--- src/hw/rtl/rtch_pkg.sv ---
// ----------------------------------------------------------------------------
// rtch_pkg: shared types and constants for the ray/triangle closest-hit block
// Widths of the exact fixed-point terms, operand codes and the term program.
// ----------------------------------------------------------------------------
package rtch_pkg;

    localparam int FRACTION_BITS_DEF = 16;
    localparam int W_COORD = 32;
    localparam int W_EDGE  = 33;
    localparam int W_DIST  = 31;
    localparam int W_WIDE  = 68;
    localparam int W_DIG   = 17;
    localparam int W_PROD  = W_WIDE + W_DIG;
    localparam int W_ACC   = 104;
    localparam int W_DIV   = W_ACC + 33;
    localparam int W_QUO   = 32;
    localparam int N_TERMS = 24;
    localparam int QUEUE_DEPTH = 2;

    localparam logic [2:0] REG_ORIGIN_X = 3'd0;
    localparam logic [2:0] REG_ORIGIN_Y = 3'd1;
    localparam logic [2:0] REG_ORIGIN_Z = 3'd2;
    localparam logic [2:0] REG_DIR_X    = 3'd3;
    localparam logic [2:0] REG_DIR_Y    = 3'd4;
    localparam logic [2:0] REG_DIR_Z    = 3'd5;
    localparam logic [2:0] REG_LIMIT    = 3'd6;

    localparam logic [4:0] SRC_DX  = 5'd0;
    localparam logic [4:0] SRC_DY  = 5'd1;
    localparam logic [4:0] SRC_DZ  = 5'd2;
    localparam logic [4:0] SRC_E1X = 5'd3;
    localparam logic [4:0] SRC_E1Y = 5'd4;
    localparam logic [4:0] SRC_E1Z = 5'd5;
    localparam logic [4:0] SRC_E2X = 5'd6;
    localparam logic [4:0] SRC_E2Y = 5'd7;
    localparam logic [4:0] SRC_E2Z = 5'd8;
    localparam logic [4:0] SRC_SX  = 5'd9;
    localparam logic [4:0] SRC_SY  = 5'd10;
    localparam logic [4:0] SRC_SZ  = 5'd11;
    localparam logic [4:0] SRC_HX  = 5'd12;
    localparam logic [4:0] SRC_HY  = 5'd13;
    localparam logic [4:0] SRC_HZ  = 5'd14;
    localparam logic [4:0] SRC_QX  = 5'd15;
    localparam logic [4:0] SRC_QY  = 5'd16;
    localparam logic [4:0] SRC_QZ  = 5'd17;

    localparam logic [3:0] DST_HX  = 4'd0;
    localparam logic [3:0] DST_HY  = 4'd1;
    localparam logic [3:0] DST_HZ  = 4'd2;
    localparam logic [3:0] DST_QX  = 4'd3;
    localparam logic [3:0] DST_QY  = 4'd4;
    localparam logic [3:0] DST_QZ  = 4'd5;
    localparam logic [3:0] DST_DET = 4'd6;
    localparam logic [3:0] DST_U   = 4'd7;
    localparam logic [3:0] DST_V   = 4'd8;
    localparam logic [3:0] DST_T   = 4'd9;

    typedef struct packed {
        logic [2:0][W_EDGE-1:0] e1;
        logic [2:0][W_EDGE-1:0] e2;
        logic [2:0][W_EDGE-1:0] s;
        logic                   final_tri;
    } t_tri;

    typedef struct packed {
        logic [4:0] a_sel;
        logic [4:0] b_sel;
        logic       neg;
        logic [3:0] dest;
        logic       first;
        logic       last;
    } t_term;

    function automatic t_term term_at(input logic [4:0] idx);
        t_term t;
        begin
            case (idx)
                5'd0:    t = '{SRC_E2Z, SRC_DY,  1'b0, DST_HX,  1'b1, 1'b0};
                5'd1:    t = '{SRC_E2Y, SRC_DZ,  1'b1, DST_HX,  1'b0, 1'b1};
                5'd2:    t = '{SRC_E2X, SRC_DZ,  1'b0, DST_HY,  1'b1, 1'b0};
                5'd3:    t = '{SRC_E2Z, SRC_DX,  1'b1, DST_HY,  1'b0, 1'b1};
                5'd4:    t = '{SRC_E2Y, SRC_DX,  1'b0, DST_HZ,  1'b1, 1'b0};
                5'd5:    t = '{SRC_E2X, SRC_DY,  1'b1, DST_HZ,  1'b0, 1'b1};
                5'd6:    t = '{SRC_E1Z, SRC_SY,  1'b0, DST_QX,  1'b1, 1'b0};
                5'd7:    t = '{SRC_E1Y, SRC_SZ,  1'b1, DST_QX,  1'b0, 1'b1};
                5'd8:    t = '{SRC_E1X, SRC_SZ,  1'b0, DST_QY,  1'b1, 1'b0};
                5'd9:    t = '{SRC_E1Z, SRC_SX,  1'b1, DST_QY,  1'b0, 1'b1};
                5'd10:   t = '{SRC_E1Y, SRC_SX,  1'b0, DST_QZ,  1'b1, 1'b0};
                5'd11:   t = '{SRC_E1X, SRC_SY,  1'b1, DST_QZ,  1'b0, 1'b1};
                5'd12:   t = '{SRC_HX,  SRC_E1X, 1'b0, DST_DET, 1'b1, 1'b0};
                5'd13:   t = '{SRC_HY,  SRC_E1Y, 1'b0, DST_DET, 1'b0, 1'b0};
                5'd14:   t = '{SRC_HZ,  SRC_E1Z, 1'b0, DST_DET, 1'b0, 1'b1};
                5'd15:   t = '{SRC_HX,  SRC_SX,  1'b0, DST_U,   1'b1, 1'b0};
                5'd16:   t = '{SRC_HY,  SRC_SY,  1'b0, DST_U,   1'b0, 1'b0};
                5'd17:   t = '{SRC_HZ,  SRC_SZ,  1'b0, DST_U,   1'b0, 1'b1};
                5'd18:   t = '{SRC_QX,  SRC_DX,  1'b0, DST_V,   1'b1, 1'b0};
                5'd19:   t = '{SRC_QY,  SRC_DY,  1'b0, DST_V,   1'b0, 1'b0};
                5'd20:   t = '{SRC_QZ,  SRC_DZ,  1'b0, DST_V,   1'b0, 1'b1};
                5'd21:   t = '{SRC_QX,  SRC_E2X, 1'b0, DST_T,   1'b1, 1'b0};
                5'd22:   t = '{SRC_QY,  SRC_E2Y, 1'b0, DST_T,   1'b0, 1'b0};
                5'd23:   t = '{SRC_QZ,  SRC_E2Z, 1'b0, DST_T,   1'b0, 1'b1};
                default: t = '{SRC_DX,  SRC_DX,  1'b0, DST_T,   1'b1, 1'b1};
            endcase
            return t;
        end
    endfunction

endpackage

--- src/hw/rtl/rtch_front.sv ---
// ----------------------------------------------------------------------------
// rtch_front: triangle intake
// Takes one triangle per transfer and forms the edges and the origin offset.
// ----------------------------------------------------------------------------
module rtch_front import rtch_pkg::*; (
    input  logic                    i_clk,
    input  logic                    i_rst_n,
    input  logic                    i_valid,
    input  logic [9*W_COORD-1:0]    i_data,
    input  logic                    i_last,
    input  logic [2:0][W_COORD-1:0] i_origin,
    input  logic                    i_q_ready,
    output logic                    o_ready,
    output logic                    o_push,
    output t_tri                    o_tri
);

    logic r_seen;

    always_ff @(posedge i_clk) begin
        if (!i_rst_n) begin
            r_seen <= 1'b0;
        end else if (o_push) begin
            r_seen <= 1'b1;
        end
    end

    always_comb begin
        for (int k = 0; k < 3; k++) begin
            o_tri.e1[k] = W_EDGE'($signed(i_data[(3+k)*W_COORD +: W_COORD]))
                        - W_EDGE'($signed(i_data[k*W_COORD +: W_COORD]));
            o_tri.e2[k] = W_EDGE'($signed(i_data[(6+k)*W_COORD +: W_COORD]))
                        - W_EDGE'($signed(i_data[k*W_COORD +: W_COORD]));
            o_tri.s[k]  = W_EDGE'($signed(i_origin[k]))
                        - W_EDGE'($signed(i_data[k*W_COORD +: W_COORD]));
        end
        o_tri.final_tri = i_last | (r_seen & 1'b0);
    end

    assign o_ready = i_q_ready;
    assign o_push  = i_valid & i_q_ready;

endmodule

--- config.mk ---
export PLATFORM = sky130hd
export DESIGN_NAME = rtch_front
export DESIGN_NICKNAME = d
export VERILOG_FILES = /design/src/hw/rtl/rtch_pkg.sv /design/src/hw/rtl/rtch_front.sv
export SDC_FILE = /design/constraint.sdc
export NUM_CORES = 1
export LEC_CHECK = 0
export ABC_AREA = 1
export BUFFER_PORTS_ARGS = -buffer_cell sky130_fd_sc_hd__buf_2
export CAP_MARGIN = 10
export CORE_AREA = 2 2 265 267
export DETAILED_ROUTE_END_ITERATION = 6
export DIE_AREA = 0 0 267 269
export GPL_TIMING_DRIVEN = 0
export SETUP_SLACK_MARGIN = 0.2
export SYNTH_ARGS = -nofsm -noshare
export SYNTH_HDL_FRONTEND = slang
export SYNTH_SLANG_ARGS = --single-unit
--- constraint.sdc ---
create_clock -name vclk -period 2.29
set_clock_uncertainty 0.05 [all_clocks]
set_input_delay 0.458 -clock vclk [all_inputs]
set_output_delay 0.458 -clock vclk [all_outputs]
set_load 0.05 [all_outputs]
==> out/metrics.yaml <==
placed_design:
  gp_congestion: 0.979
  hpwl_um: 94900
  portBuffers: 686
  dpl.cell_count: 6463
clocking:
  ctsHoldBuffers: 0
sta:
  setup_viol: 252
  max_slew_margin_pct: 80.9
  slew_violations: 0
  setup_slack_ns: -0.470
  clock.fmax_mhz: 362
  hold_viol: 0
  rsz0062_at_grt: "yes"
  hold-worst-slack_ns: 1.17
  worst-slew-pin-transition_ns: 0.288
  fin_crit_sh_pct: 121
  min_period_ns: 2.76
cells_and_area:
  instances_no_fill: 6705
  drive_gt1_share_pct: 51.7
  seq_cells: 0
  area_growth_pct: 93.5
  clockBufferCount: 0
  seqCellArea_sq_um: 0
  nets: 6435
global_route:
  grt_max_degree: 8
  gr-usage-all-layers_pct: 29.0
  grt_pass1_wl_um: 162000
  grt_pass1_vias: 30021
  grt_util_met3_pct: 5.39
  busiest_layer: "met2"
  grt_use_met1_pct: 32.7
  met2_usage_pct: 53.5
  grt.overflow.total: 0
  antenna_found_initial: 35
detailed_routing:
  drt_iter0_drc: 1615
  via_per_inst: 4.82
  drt-total-wl_um: 117000
  wl_per_cell_um: 17.4
  antenna_left: 0
  vias: 32346
  first_pass_iters: 5
  drc: 0
hold_path:
  hold_path.class: "in2out"
power:
  ir_drop_uv: 378
  comb_power_share_pct: 100.0
  p_per_area_mw_per_mm2: 422
  switching_share_pct: 62.5
  p_int_mw: 6.87
  clkPwrFrac_pct: 0
  p_leak_nw: 24.5
  seqPwrFrac_pct: 0
  power_switching_mw: 11.5
floorplanning:
  boundaryPins: 689
  initial_core_util_pct: 32.4
  die_w_um: 267
  core_sq_mm: 0.0693
  rows: 97
  die_area_sq_mm: 0.0718
  die-height_um: 269
yosys:
  synth.distinct_cells: 20
  syn_area_per_cell_sq_um: 4.65
  syn_nets: 5523
  netlist_area_sq_mm: 0.0225
  yosysWarnings: 0
  synth.most_common_cell: "nand2_1"
  yosys.area.top_type_share_pct: 37.4
  synth_common_cells: "2238 x nand2_1, 1240 x inv_1, 369 x nor2_1"
  postSynthCellCount: 4837
  yosysTopAreaCell: "nand2_1"
  yosys-top-cells-area: "nand2_1 37%, inv_1 21%, ha_1 16%"
  ys_seq_area_share_pct: 0
critical_path:
  crit_arrival_ns: 2.25
  worstPathRequired_ns: 1.78
  path_class: "in2out"
  cp-start-kind: "input pin"
  worst-path-max-fanout: 4
  end_kind: "primary output"
status:
  status: "finished, violations left"
  violations: "negative setup slack"
job:
  cap_violations: 0
## worst paths after layout
kind | end | cells after the start | from
setup / recovery | o_tri[56] | 14 | i_data[42]
hold / removal | o_tri[0] | 2 | i_last
## area by class of cell
type / instances / area (sq um)
plain buffers: 8 / 82.6
fillers: 6113 / 25800
inverters: 1240 / 4980
diodes: 18 / 45.0
well taps: 940 / 1180
multi-input cells: 3589 / 29100
repair buffers: 910 / 8140
## worst max-delay path: stages
cell and delay (ns):
buf_6 0.07, clkinvlp_4 0.21, ha_4 0.40, nand2_4 0.07, inv_2 0.07, nand2_2 0.08
nor3_2 0.22, nand2_2 0.11, nand2_4 0.13, nand2_2 0.07, nand2_1 0.07, nand2_1 0.06
nand2_2 0.07, buf_8 0.14
## power by group through the flow
stage / Combinational [mW] / Clock, mW / Sequential [mW]
global placement: 12.6 / 0 / 0
global route: 19.3 / 0.000000702 / 0
finish: 18.3 / 0.00000105 / 0
floorplan: 9.41 / 0 / 0
detailed placement: 12.7 / 0 / 0
CTS: 15.7 / 0 / 0
## repair_timing
action,CTS,global route
endpoints found under the hold margin,0,0
pin swaps,411,557
gates resized for setup,1729,1451
setup endpoints to repair,288,279
buffers inserted,140,84
## metrics by stage
step | utilization [%] | TNS (ns) | area [sq um] | power, mW | setup WS [ns]
after global routing | 62.7 | -95.75 | 43500 | 19.3 | -0.544
after global placement | 43.4 | -138.13 | 30000 | 12.6 | -0.864
after floorplan | - | -15.50 | 25400 | 9.41 | -0.105
final | 62.8 | -79.10 | 43500 | 18.3 | -0.470
after detailed placement | 43.4 | -139.98 | 30000 | 12.7 | -0.855
after CTS | 54.0 | -73.91 | 37400 | 15.7 | -0.386
## per-layer routing
| layer | up-vias | part of all wire, % |
|---|---|---|
| met5 | - | 0.17 |
| met4 | 30 | 5.0 |
| met3 | 306 | 6.5 |
| met2 | 1031 | 51 |
| met1 | 14984 | 38 |
| li1 | 15995 | - |
## layout by cell type (no fill, tap or decap), types with 32 or more instances in the layout
master	count
ha_4	182
a21oi_4	37
nor2_2	103
buf_2	367
nand2_2	629
inv_1	1048
buf_4	170
ha_2	41
clkinvlp_4	37
nor2_1	153
nand3_1	84
buf_8	145
a21oi_2	102
a21oi_1	47
ha_1	65
buf_12	32
nand4_1	36
xor2_2	58
nand3_2	99
xor2_4	59
inv_2	122
nand2_1	1302
nand2_4	332
nor2_4	116
buf_6	202
## kinds of logic (layout without fill, tap and decap cells)
kind of cell	Yosys count	count (layout)	synth area share (%)
xor gates and xnor gates	135	135	5.26
other	0	18	0
AOI/OAI and AO/OA	204	204	4.84
and+or+nand+nor	2953	2953	52.1
adders and majority gates	297	297	16.8
buffers and inverters	1248	2158	21.0
Note: power is estimated with default switching activity, not from simulation.
