--- src/hw/rtl/rtch_pkg.sv ---
// ----------------------------------------------------------------------------
// rtch_pkg: shared types and constants for the ray/triangle closest-hit block
// Widths of the exact fixed-point terms, operand codes and the term program.
// ----------------------------------------------------------------------------
package rtch_pkg;

    localparam int FRACTION_BITS_DEF = 16;
    localparam int W_COORD = 32;
    localparam int W_EDGE  = 33;
    localparam int W_DIST  = 31;
    localparam int W_WIDE  = 68;
    localparam int W_DIG   = 17;
    localparam int W_PROD  = W_WIDE + W_DIG;
    localparam int W_ACC   = 104;
    localparam int W_DIV   = W_ACC + 33;
    localparam int W_QUO   = 32;
    localparam int N_TERMS = 24;
    localparam int QUEUE_DEPTH = 2;

    localparam logic [2:0] REG_ORIGIN_X = 3'd0;
    localparam logic [2:0] REG_ORIGIN_Y = 3'd1;
    localparam logic [2:0] REG_ORIGIN_Z = 3'd2;
    localparam logic [2:0] REG_DIR_X    = 3'd3;
    localparam logic [2:0] REG_DIR_Y    = 3'd4;
    localparam logic [2:0] REG_DIR_Z    = 3'd5;
    localparam logic [2:0] REG_LIMIT    = 3'd6;

    localparam logic [4:0] SRC_DX  = 5'd0;
    localparam logic [4:0] SRC_DY  = 5'd1;
    localparam logic [4:0] SRC_DZ  = 5'd2;
    localparam logic [4:0] SRC_E1X = 5'd3;
    localparam logic [4:0] SRC_E1Y = 5'd4;
    localparam logic [4:0] SRC_E1Z = 5'd5;
    localparam logic [4:0] SRC_E2X = 5'd6;
    localparam logic [4:0] SRC_E2Y = 5'd7;
    localparam logic [4:0] SRC_E2Z = 5'd8;
    localparam logic [4:0] SRC_SX  = 5'd9;
    localparam logic [4:0] SRC_SY  = 5'd10;
    localparam logic [4:0] SRC_SZ  = 5'd11;
    localparam logic [4:0] SRC_HX  = 5'd12;
    localparam logic [4:0] SRC_HY  = 5'd13;
    localparam logic [4:0] SRC_HZ  = 5'd14;
    localparam logic [4:0] SRC_QX  = 5'd15;
    localparam logic [4:0] SRC_QY  = 5'd16;
    localparam logic [4:0] SRC_QZ  = 5'd17;

    localparam logic [3:0] DST_HX  = 4'd0;
    localparam logic [3:0] DST_HY  = 4'd1;
    localparam logic [3:0] DST_HZ  = 4'd2;
    localparam logic [3:0] DST_QX  = 4'd3;
    localparam logic [3:0] DST_QY  = 4'd4;
    localparam logic [3:0] DST_QZ  = 4'd5;
    localparam logic [3:0] DST_DET = 4'd6;
    localparam logic [3:0] DST_U   = 4'd7;
    localparam logic [3:0] DST_V   = 4'd8;
    localparam logic [3:0] DST_T   = 4'd9;

    typedef struct packed {
        logic [2:0][W_EDGE-1:0] e1;
        logic [2:0][W_EDGE-1:0] e2;
        logic [2:0][W_EDGE-1:0] s;
        logic                   final_tri;
    } t_tri;

    typedef struct packed {
        logic [4:0] a_sel;
        logic [4:0] b_sel;
        logic       neg;
        logic [3:0] dest;
        logic       first;
        logic       last;
    } t_term;

    function automatic t_term term_at(input logic [4:0] idx);
        t_term t;
        begin
            case (idx)
                5'd0:    t = '{SRC_E2Z, SRC_DY,  1'b0, DST_HX,  1'b1, 1'b0};
                5'd1:    t = '{SRC_E2Y, SRC_DZ,  1'b1, DST_HX,  1'b0, 1'b1};
                5'd2:    t = '{SRC_E2X, SRC_DZ,  1'b0, DST_HY,  1'b1, 1'b0};
                5'd3:    t = '{SRC_E2Z, SRC_DX,  1'b1, DST_HY,  1'b0, 1'b1};
                5'd4:    t = '{SRC_E2Y, SRC_DX,  1'b0, DST_HZ,  1'b1, 1'b0};
                5'd5:    t = '{SRC_E2X, SRC_DY,  1'b1, DST_HZ,  1'b0, 1'b1};
                5'd6:    t = '{SRC_E1Z, SRC_SY,  1'b0, DST_QX,  1'b1, 1'b0};
                5'd7:    t = '{SRC_E1Y, SRC_SZ,  1'b1, DST_QX,  1'b0, 1'b1};
                5'd8:    t = '{SRC_E1X, SRC_SZ,  1'b0, DST_QY,  1'b1, 1'b0};
                5'd9:    t = '{SRC_E1Z, SRC_SX,  1'b1, DST_QY,  1'b0, 1'b1};
                5'd10:   t = '{SRC_E1Y, SRC_SX,  1'b0, DST_QZ,  1'b1, 1'b0};
                5'd11:   t = '{SRC_E1X, SRC_SY,  1'b1, DST_QZ,  1'b0, 1'b1};
                5'd12:   t = '{SRC_HX,  SRC_E1X, 1'b0, DST_DET, 1'b1, 1'b0};
                5'd13:   t = '{SRC_HY,  SRC_E1Y, 1'b0, DST_DET, 1'b0, 1'b0};
                5'd14:   t = '{SRC_HZ,  SRC_E1Z, 1'b0, DST_DET, 1'b0, 1'b1};
                5'd15:   t = '{SRC_HX,  SRC_SX,  1'b0, DST_U,   1'b1, 1'b0};
                5'd16:   t = '{SRC_HY,  SRC_SY,  1'b0, DST_U,   1'b0, 1'b0};
                5'd17:   t = '{SRC_HZ,  SRC_SZ,  1'b0, DST_U,   1'b0, 1'b1};
                5'd18:   t = '{SRC_QX,  SRC_DX,  1'b0, DST_V,   1'b1, 1'b0};
                5'd19:   t = '{SRC_QY,  SRC_DY,  1'b0, DST_V,   1'b0, 1'b0};
                5'd20:   t = '{SRC_QZ,  SRC_DZ,  1'b0, DST_V,   1'b0, 1'b1};
                5'd21:   t = '{SRC_QX,  SRC_E2X, 1'b0, DST_T,   1'b1, 1'b0};
                5'd22:   t = '{SRC_QY,  SRC_E2Y, 1'b0, DST_T,   1'b0, 1'b0};
                5'd23:   t = '{SRC_QZ,  SRC_E2Z, 1'b0, DST_T,   1'b0, 1'b1};
                default: t = '{SRC_DX,  SRC_DX,  1'b0, DST_T,   1'b1, 1'b1};
            endcase
            return t;
        end
    endfunction

endpackage

--- src/hw/rtl/rtch_queue.sv ---
// ----------------------------------------------------------------------------
// rtch_queue: triangle queue
// Short first-in first-out buffer between the intake and the test engine.
// ----------------------------------------------------------------------------
module rtch_queue import rtch_pkg::*; (
    input  logic i_clk,
    input  logic i_rst_n,
    input  logic i_push,
    input  t_tri i_data,
    output logic o_ready,
    input  logic i_pop,
    output logic o_valid,
    output t_tri o_data
);

    localparam int W_PTR = (QUEUE_DEPTH > 1) ? $clog2(QUEUE_DEPTH) : 1;
    localparam int W_CNT = $clog2(QUEUE_DEPTH + 1);

    t_tri             r_mem [QUEUE_DEPTH];
    logic [W_PTR-1:0] r_wr;
    logic [W_PTR-1:0] r_rd;
    logic [W_CNT-1:0] r_cnt;

    assign o_ready = (r_cnt != W_CNT'(QUEUE_DEPTH));
    assign o_valid = (r_cnt != '0);
    assign o_data  = r_mem[r_rd];

    always_ff @(posedge i_clk) begin
        if (i_push) begin
            r_mem[r_wr] <= i_data;
        end
    end

    always_ff @(posedge i_clk) begin
        if (!i_rst_n) begin
            r_wr  <= '0;
            r_rd  <= '0;
            r_cnt <= '0;
        end else begin
            if (i_push) begin
                r_wr <= (r_wr == W_PTR'(QUEUE_DEPTH - 1)) ? '0 : r_wr + 1'b1;
            end
            if (i_pop) begin
                r_rd <= (r_rd == W_PTR'(QUEUE_DEPTH - 1)) ? '0 : r_rd + 1'b1;
            end
            r_cnt <= r_cnt + W_CNT'(i_push) - W_CNT'(i_pop);
        end
    end

endmodule

--- config.mk ---
export PLATFORM = sky130hd
export DESIGN_NAME = rtch_queue
export DESIGN_NICKNAME = d
export VERILOG_FILES = /design/src/hw/rtl/rtch_pkg.sv /design/src/hw/rtl/rtch_queue.sv
export SDC_FILE = /design/constraint.sdc
export NUM_CORES = 1
export LEC_CHECK = 0
export BUFFER_PORTS_ARGS = -buffer_cell sky130_fd_sc_hd__buf_2
export CAP_MARGIN = 20
export CORE_AREA = 5 5 232 234
export CTS_CLUSTER_SIZE = 14
export DETAILED_ROUTE_END_ITERATION = 16
export DIE_AREA = 0 0 237 239
export PLACE_DENSITY = 0.78
export SETUP_SLACK_MARGIN = 0.2
export SLEW_MARGIN = 10
export SYNTH_ARGS = -nofsm -noshare
export SYNTH_HDL_FRONTEND = slang
export SYNTH_SLANG_ARGS = --single-unit
--- constraint.sdc ---
create_clock -name i_clk -period 15.2 [get_ports i_clk]
set_clock_uncertainty 0.05 [all_clocks]
set_input_delay 0 -clock i_clk [delete_from_list [all_inputs] [get_ports i_clk]]
set_output_delay 0 -clock i_clk [all_outputs]
set_load 0.01 [all_outputs]
==> results.py <==
metrics = {
    "synth": {
        "synth-seq-cells": 601,
        "synth-seq-area-share_pct": 79.77,
        "synth_nets": 1252,
        "synthCells": 948,
        "syn-cell-area_um2": 22560,
        "synth_area_per_cell_um2": 23.80,
        "yosysWarnings": 0,
        "yosys.cell_types.count": 15,
    },
    "grt": {
        "grt_antenna_before_repair": 5,
        "grt_max_degree": 80,
        "grt_pass1_vias": 13728,
        "grt_overflow": 0,
        "grt_first_pass_wirelength_um": 82180,
        "track_usage_pct": 18.82,
    },
    "timing": {
        "setup_violations": 0,
        "tns_ns": 0,
        "setup_slack_ns": 11.31,
        "slew_headroom_pct": 23.89,
        "drv_slew": 0,
        "tightest_slew_ns": 1.142,
        "rsz0062_at_grt": "false",
        "fin_crit_sh_pct": 25.62,
        "fmax_mhz": 256.8,
        "fin_crit_ns": 3.894,
        "hold_viol": 0,
    },
    "clocking": {
        "cts_buffers": 58,
        "cts_setup_buffers": 0,
        "clk_latency_ns": 0.60,
        "cts_tree": "yes",
        "cts_root_buf": "clkbuf_16",
        "clockBufferDepth": 3,
        "clkTransAtPathRegs_ns": 0.06,
        "clock_sinks": 601,
        "ctsResizeCount": 0,
        "htree_levels": 2,
    },
    "min_path": {
        "hold_start": "i_data[230]",
        "whs_path_depth": 2,
        "hold_class": "in2reg",
        "whs_endpoint": "r_mem[0][230]",
    },
    "detailed_routing": {
        "routed.top_layer": "met4",
        "drcViolationCount": 0,
        "wl_met2_um": 30110,
        "totalWireLength_um": 56360,
        "first_pass_iters": 4,
        "drtAntennaViolNets": 0,
        "wl_met1_um": 20440,
        "viasPerCell": 4.849,
        "wl_met3_um": 4206,
        "drtIter0Drc": 768,
        "wl_per_cell_um": 21.44,
        "vias": 12749,
    },
    "layout": {
        "final_layout_size_suffix_gt1_share_pct": 51.24,
        "fillCellCount": 3508,
        "ff_latch_area_um2": 18000,
        "fin_nets": 2196,
        "area_growth_pct": 37.54,
        "multi_input_area_um2": 4238,
    },
    "job": {
        "cap_violations": 0,
    },
    "critical_path": {
        "crit_type": "reg2out",
        "required_ns": 15.15,
        "rr_worst_depth": 3,
        "crit_path_end_kind": "output port",
        "cp.arrival_ns": 3.84,
        "crit_path_max_fanout": 63,
        "slowest_delay_ns": 0.87,
        "crit_chain": "buf_4 -> buf_4 -> mux2_4 -> buf_2",
        "r2r_end": "r_mem[0][164]",
        "cp-start-kind": "flop",
        "cp_slowest_cell": "buf_4",
        "r2r-start": "r_wr",
        "crit_top_cell": "buf_4",
        "rrSetupSlack_ns": 11.76,
    },
    "floorplan": {
        "core-area_um2": 51810,
        "die_h_um": 239,
        "dieArea_um2": 56640,
        "std_cell_rows": 84,
        "io-pin-count": 602,
        "initial_core_util_pct": 43.54,
        "die_x_um": 237,
    },
    "power_and_ir_drop": {
        "p_switching_mw": 0.8494,
        "powerDensity_nw_per_um2": 122.1,
        "clkPwrFrac_pct": 35.5,
        "power_frac_comb_pct": 13.0,
        "switching_share_pct": 22.43,
        "irDropWorstVdd_mv": 0.1233,
        "p_seq_share_pct": 51.5,
        "leakage_nw": 12.14,
        "p_int_mw": 2.938,
    },
    "outcome": {
        "status": "finished clean",
    },
    "place": {
        "hpwl_um": 34200,
        "gp_congestion": 0.7856,
        "pre_cts_slack_ns": 11.77,
        "portBuffers": 601,
    },
}
==> cells in the mapped netlist <==
| cell | number | area, um^2 |
|---|---|---|
| buf_6 | 26 | 292.8 |
| o21a_1 | 1 | 7.510 |
| ha_1 | 2 | 25.02 |
| and2_1 | 4 | 25.02 |
| xnor3_1 | 1 | 22.52 |
| nor2b_1 | 3 | 18.77 |
| edfxtp_1 | 596 | 17900 |
| mux2_4 | 201 | 3018 |
| or2_2 | 1 | 6.260 |
| dfxtp_1 | 5 | 100.1 |
| xor2_1 | 1 | 8.760 |
| mux2_2 | 97 | 1092 |
| buf_2 | 7 | 35.03 |
| nand2_1 | 1 | 3.750 |
| inv_1 | 2 | 7.510 |
==> flip-flops by register name, indices dropped and copies added, names as in the netlist, named ones only <==
| signal | flops |
|---|---|
| r_wr | 1 |
| r_rd | 1 |
| r_cnt | 2 |
| r_mem | 596 |
==> power by group through the flow <==
stage          clock, mW  combinational (mW)  sequential, mW
3_5_place_dp           0               0.421            1.98
5_1_grt             1.45               0.520            1.95
4_1_cts             1.37               0.489            1.95
6_report            1.35               0.492            1.95
3_3_place_gp           0               0.414            1.97
2_1_floorplan          0               0.257            2.00
==> worst max-delay path by stage <==
stage               from            end  slack [ns]
detailed placement  r_wr  r_mem[0][154]       11.77
finish              flop    o_data[222]       11.31
global route        flop    o_data[222]       11.12
floorplan           r_wr           r_wr        0.69
global placement    r_wr  r_mem[0][216]       11.82
CTS                 flop    o_data[211]       11.27
==> stage by stage <==
step                util (%)  instances  hold slack [ns]  cell area, um^2  power, mW
floorplan                  -        948          0.04887            22560      2.258
global placement       50.59       2217           0.1371            26210      2.389
detailed placement     50.59       2217           0.1407            26210      2.402
CTS                    59.86       2624          0.02958            31020      3.802
global route           59.88       2629          0.04377            31030      3.926
finish                 59.88       2629          0.07868            31030      3.788
==> cell type report <==
class / instances / area share, %
Tap cell: 688 / 2.774
Timing Repair Buffer: 917 / 19.78
Inverter: 2 / 0.02419
Sequential cell: 601 / 58.01
Multi-Input combinational cell: 312 / 13.66
Clock inverter: 30 / 0.6291
Clock buffer: 74 / 5.077
Antenna cell: 5 / 0.04032
==> worst max-delay path, delay by kind of cell (launching register included) <==
kind / cells / cell delay [ns]
flip-flops: 1 / 0.85
multiplexers: 1 / 0.36
buffers and inverters: 3 / 1.87
==> cells by family after synthesis <==
group           count (synthesis)  synth area share (%)
flops                         601                 79.77
mux                           298                 18.22
buf+inv                        35                 1.486
simple gates                    9                0.2385
xor+xnor                        2                0.1387
fa+ha+maj                       2                0.1109
compound gates                  1               0.03329
==> cells in the final DEF, fill, tap and decap left out, types with 3 or more instances in the layout <==
cell,instances
clkinv_2,9
mux2_2,97
dlygate4sd3_1,303
buf_4,13
and2_1,3
diode_2,5
clkbuf_16,61
clkbuf_1,13
dfxtp_1,4
edfxtp_1,596
buf_2,601
mux2_4,201
clkinv_1,15
clkinv_4,3
==> repair_timing <==
action,in CTS,in global routing
endpoints found under the hold margin,650,0
setup endpoints to repair,0,0
hold buffers,303,0
==> layer usage <==
metal  global-route usage (%)  up-vias
li1                         -     5682
met1                    22.16     6385
met2                    33.98      589
met3                    4.349       93
met4                    6.664        0
met5                        0        -
Power figures use the tool's default switching activity.
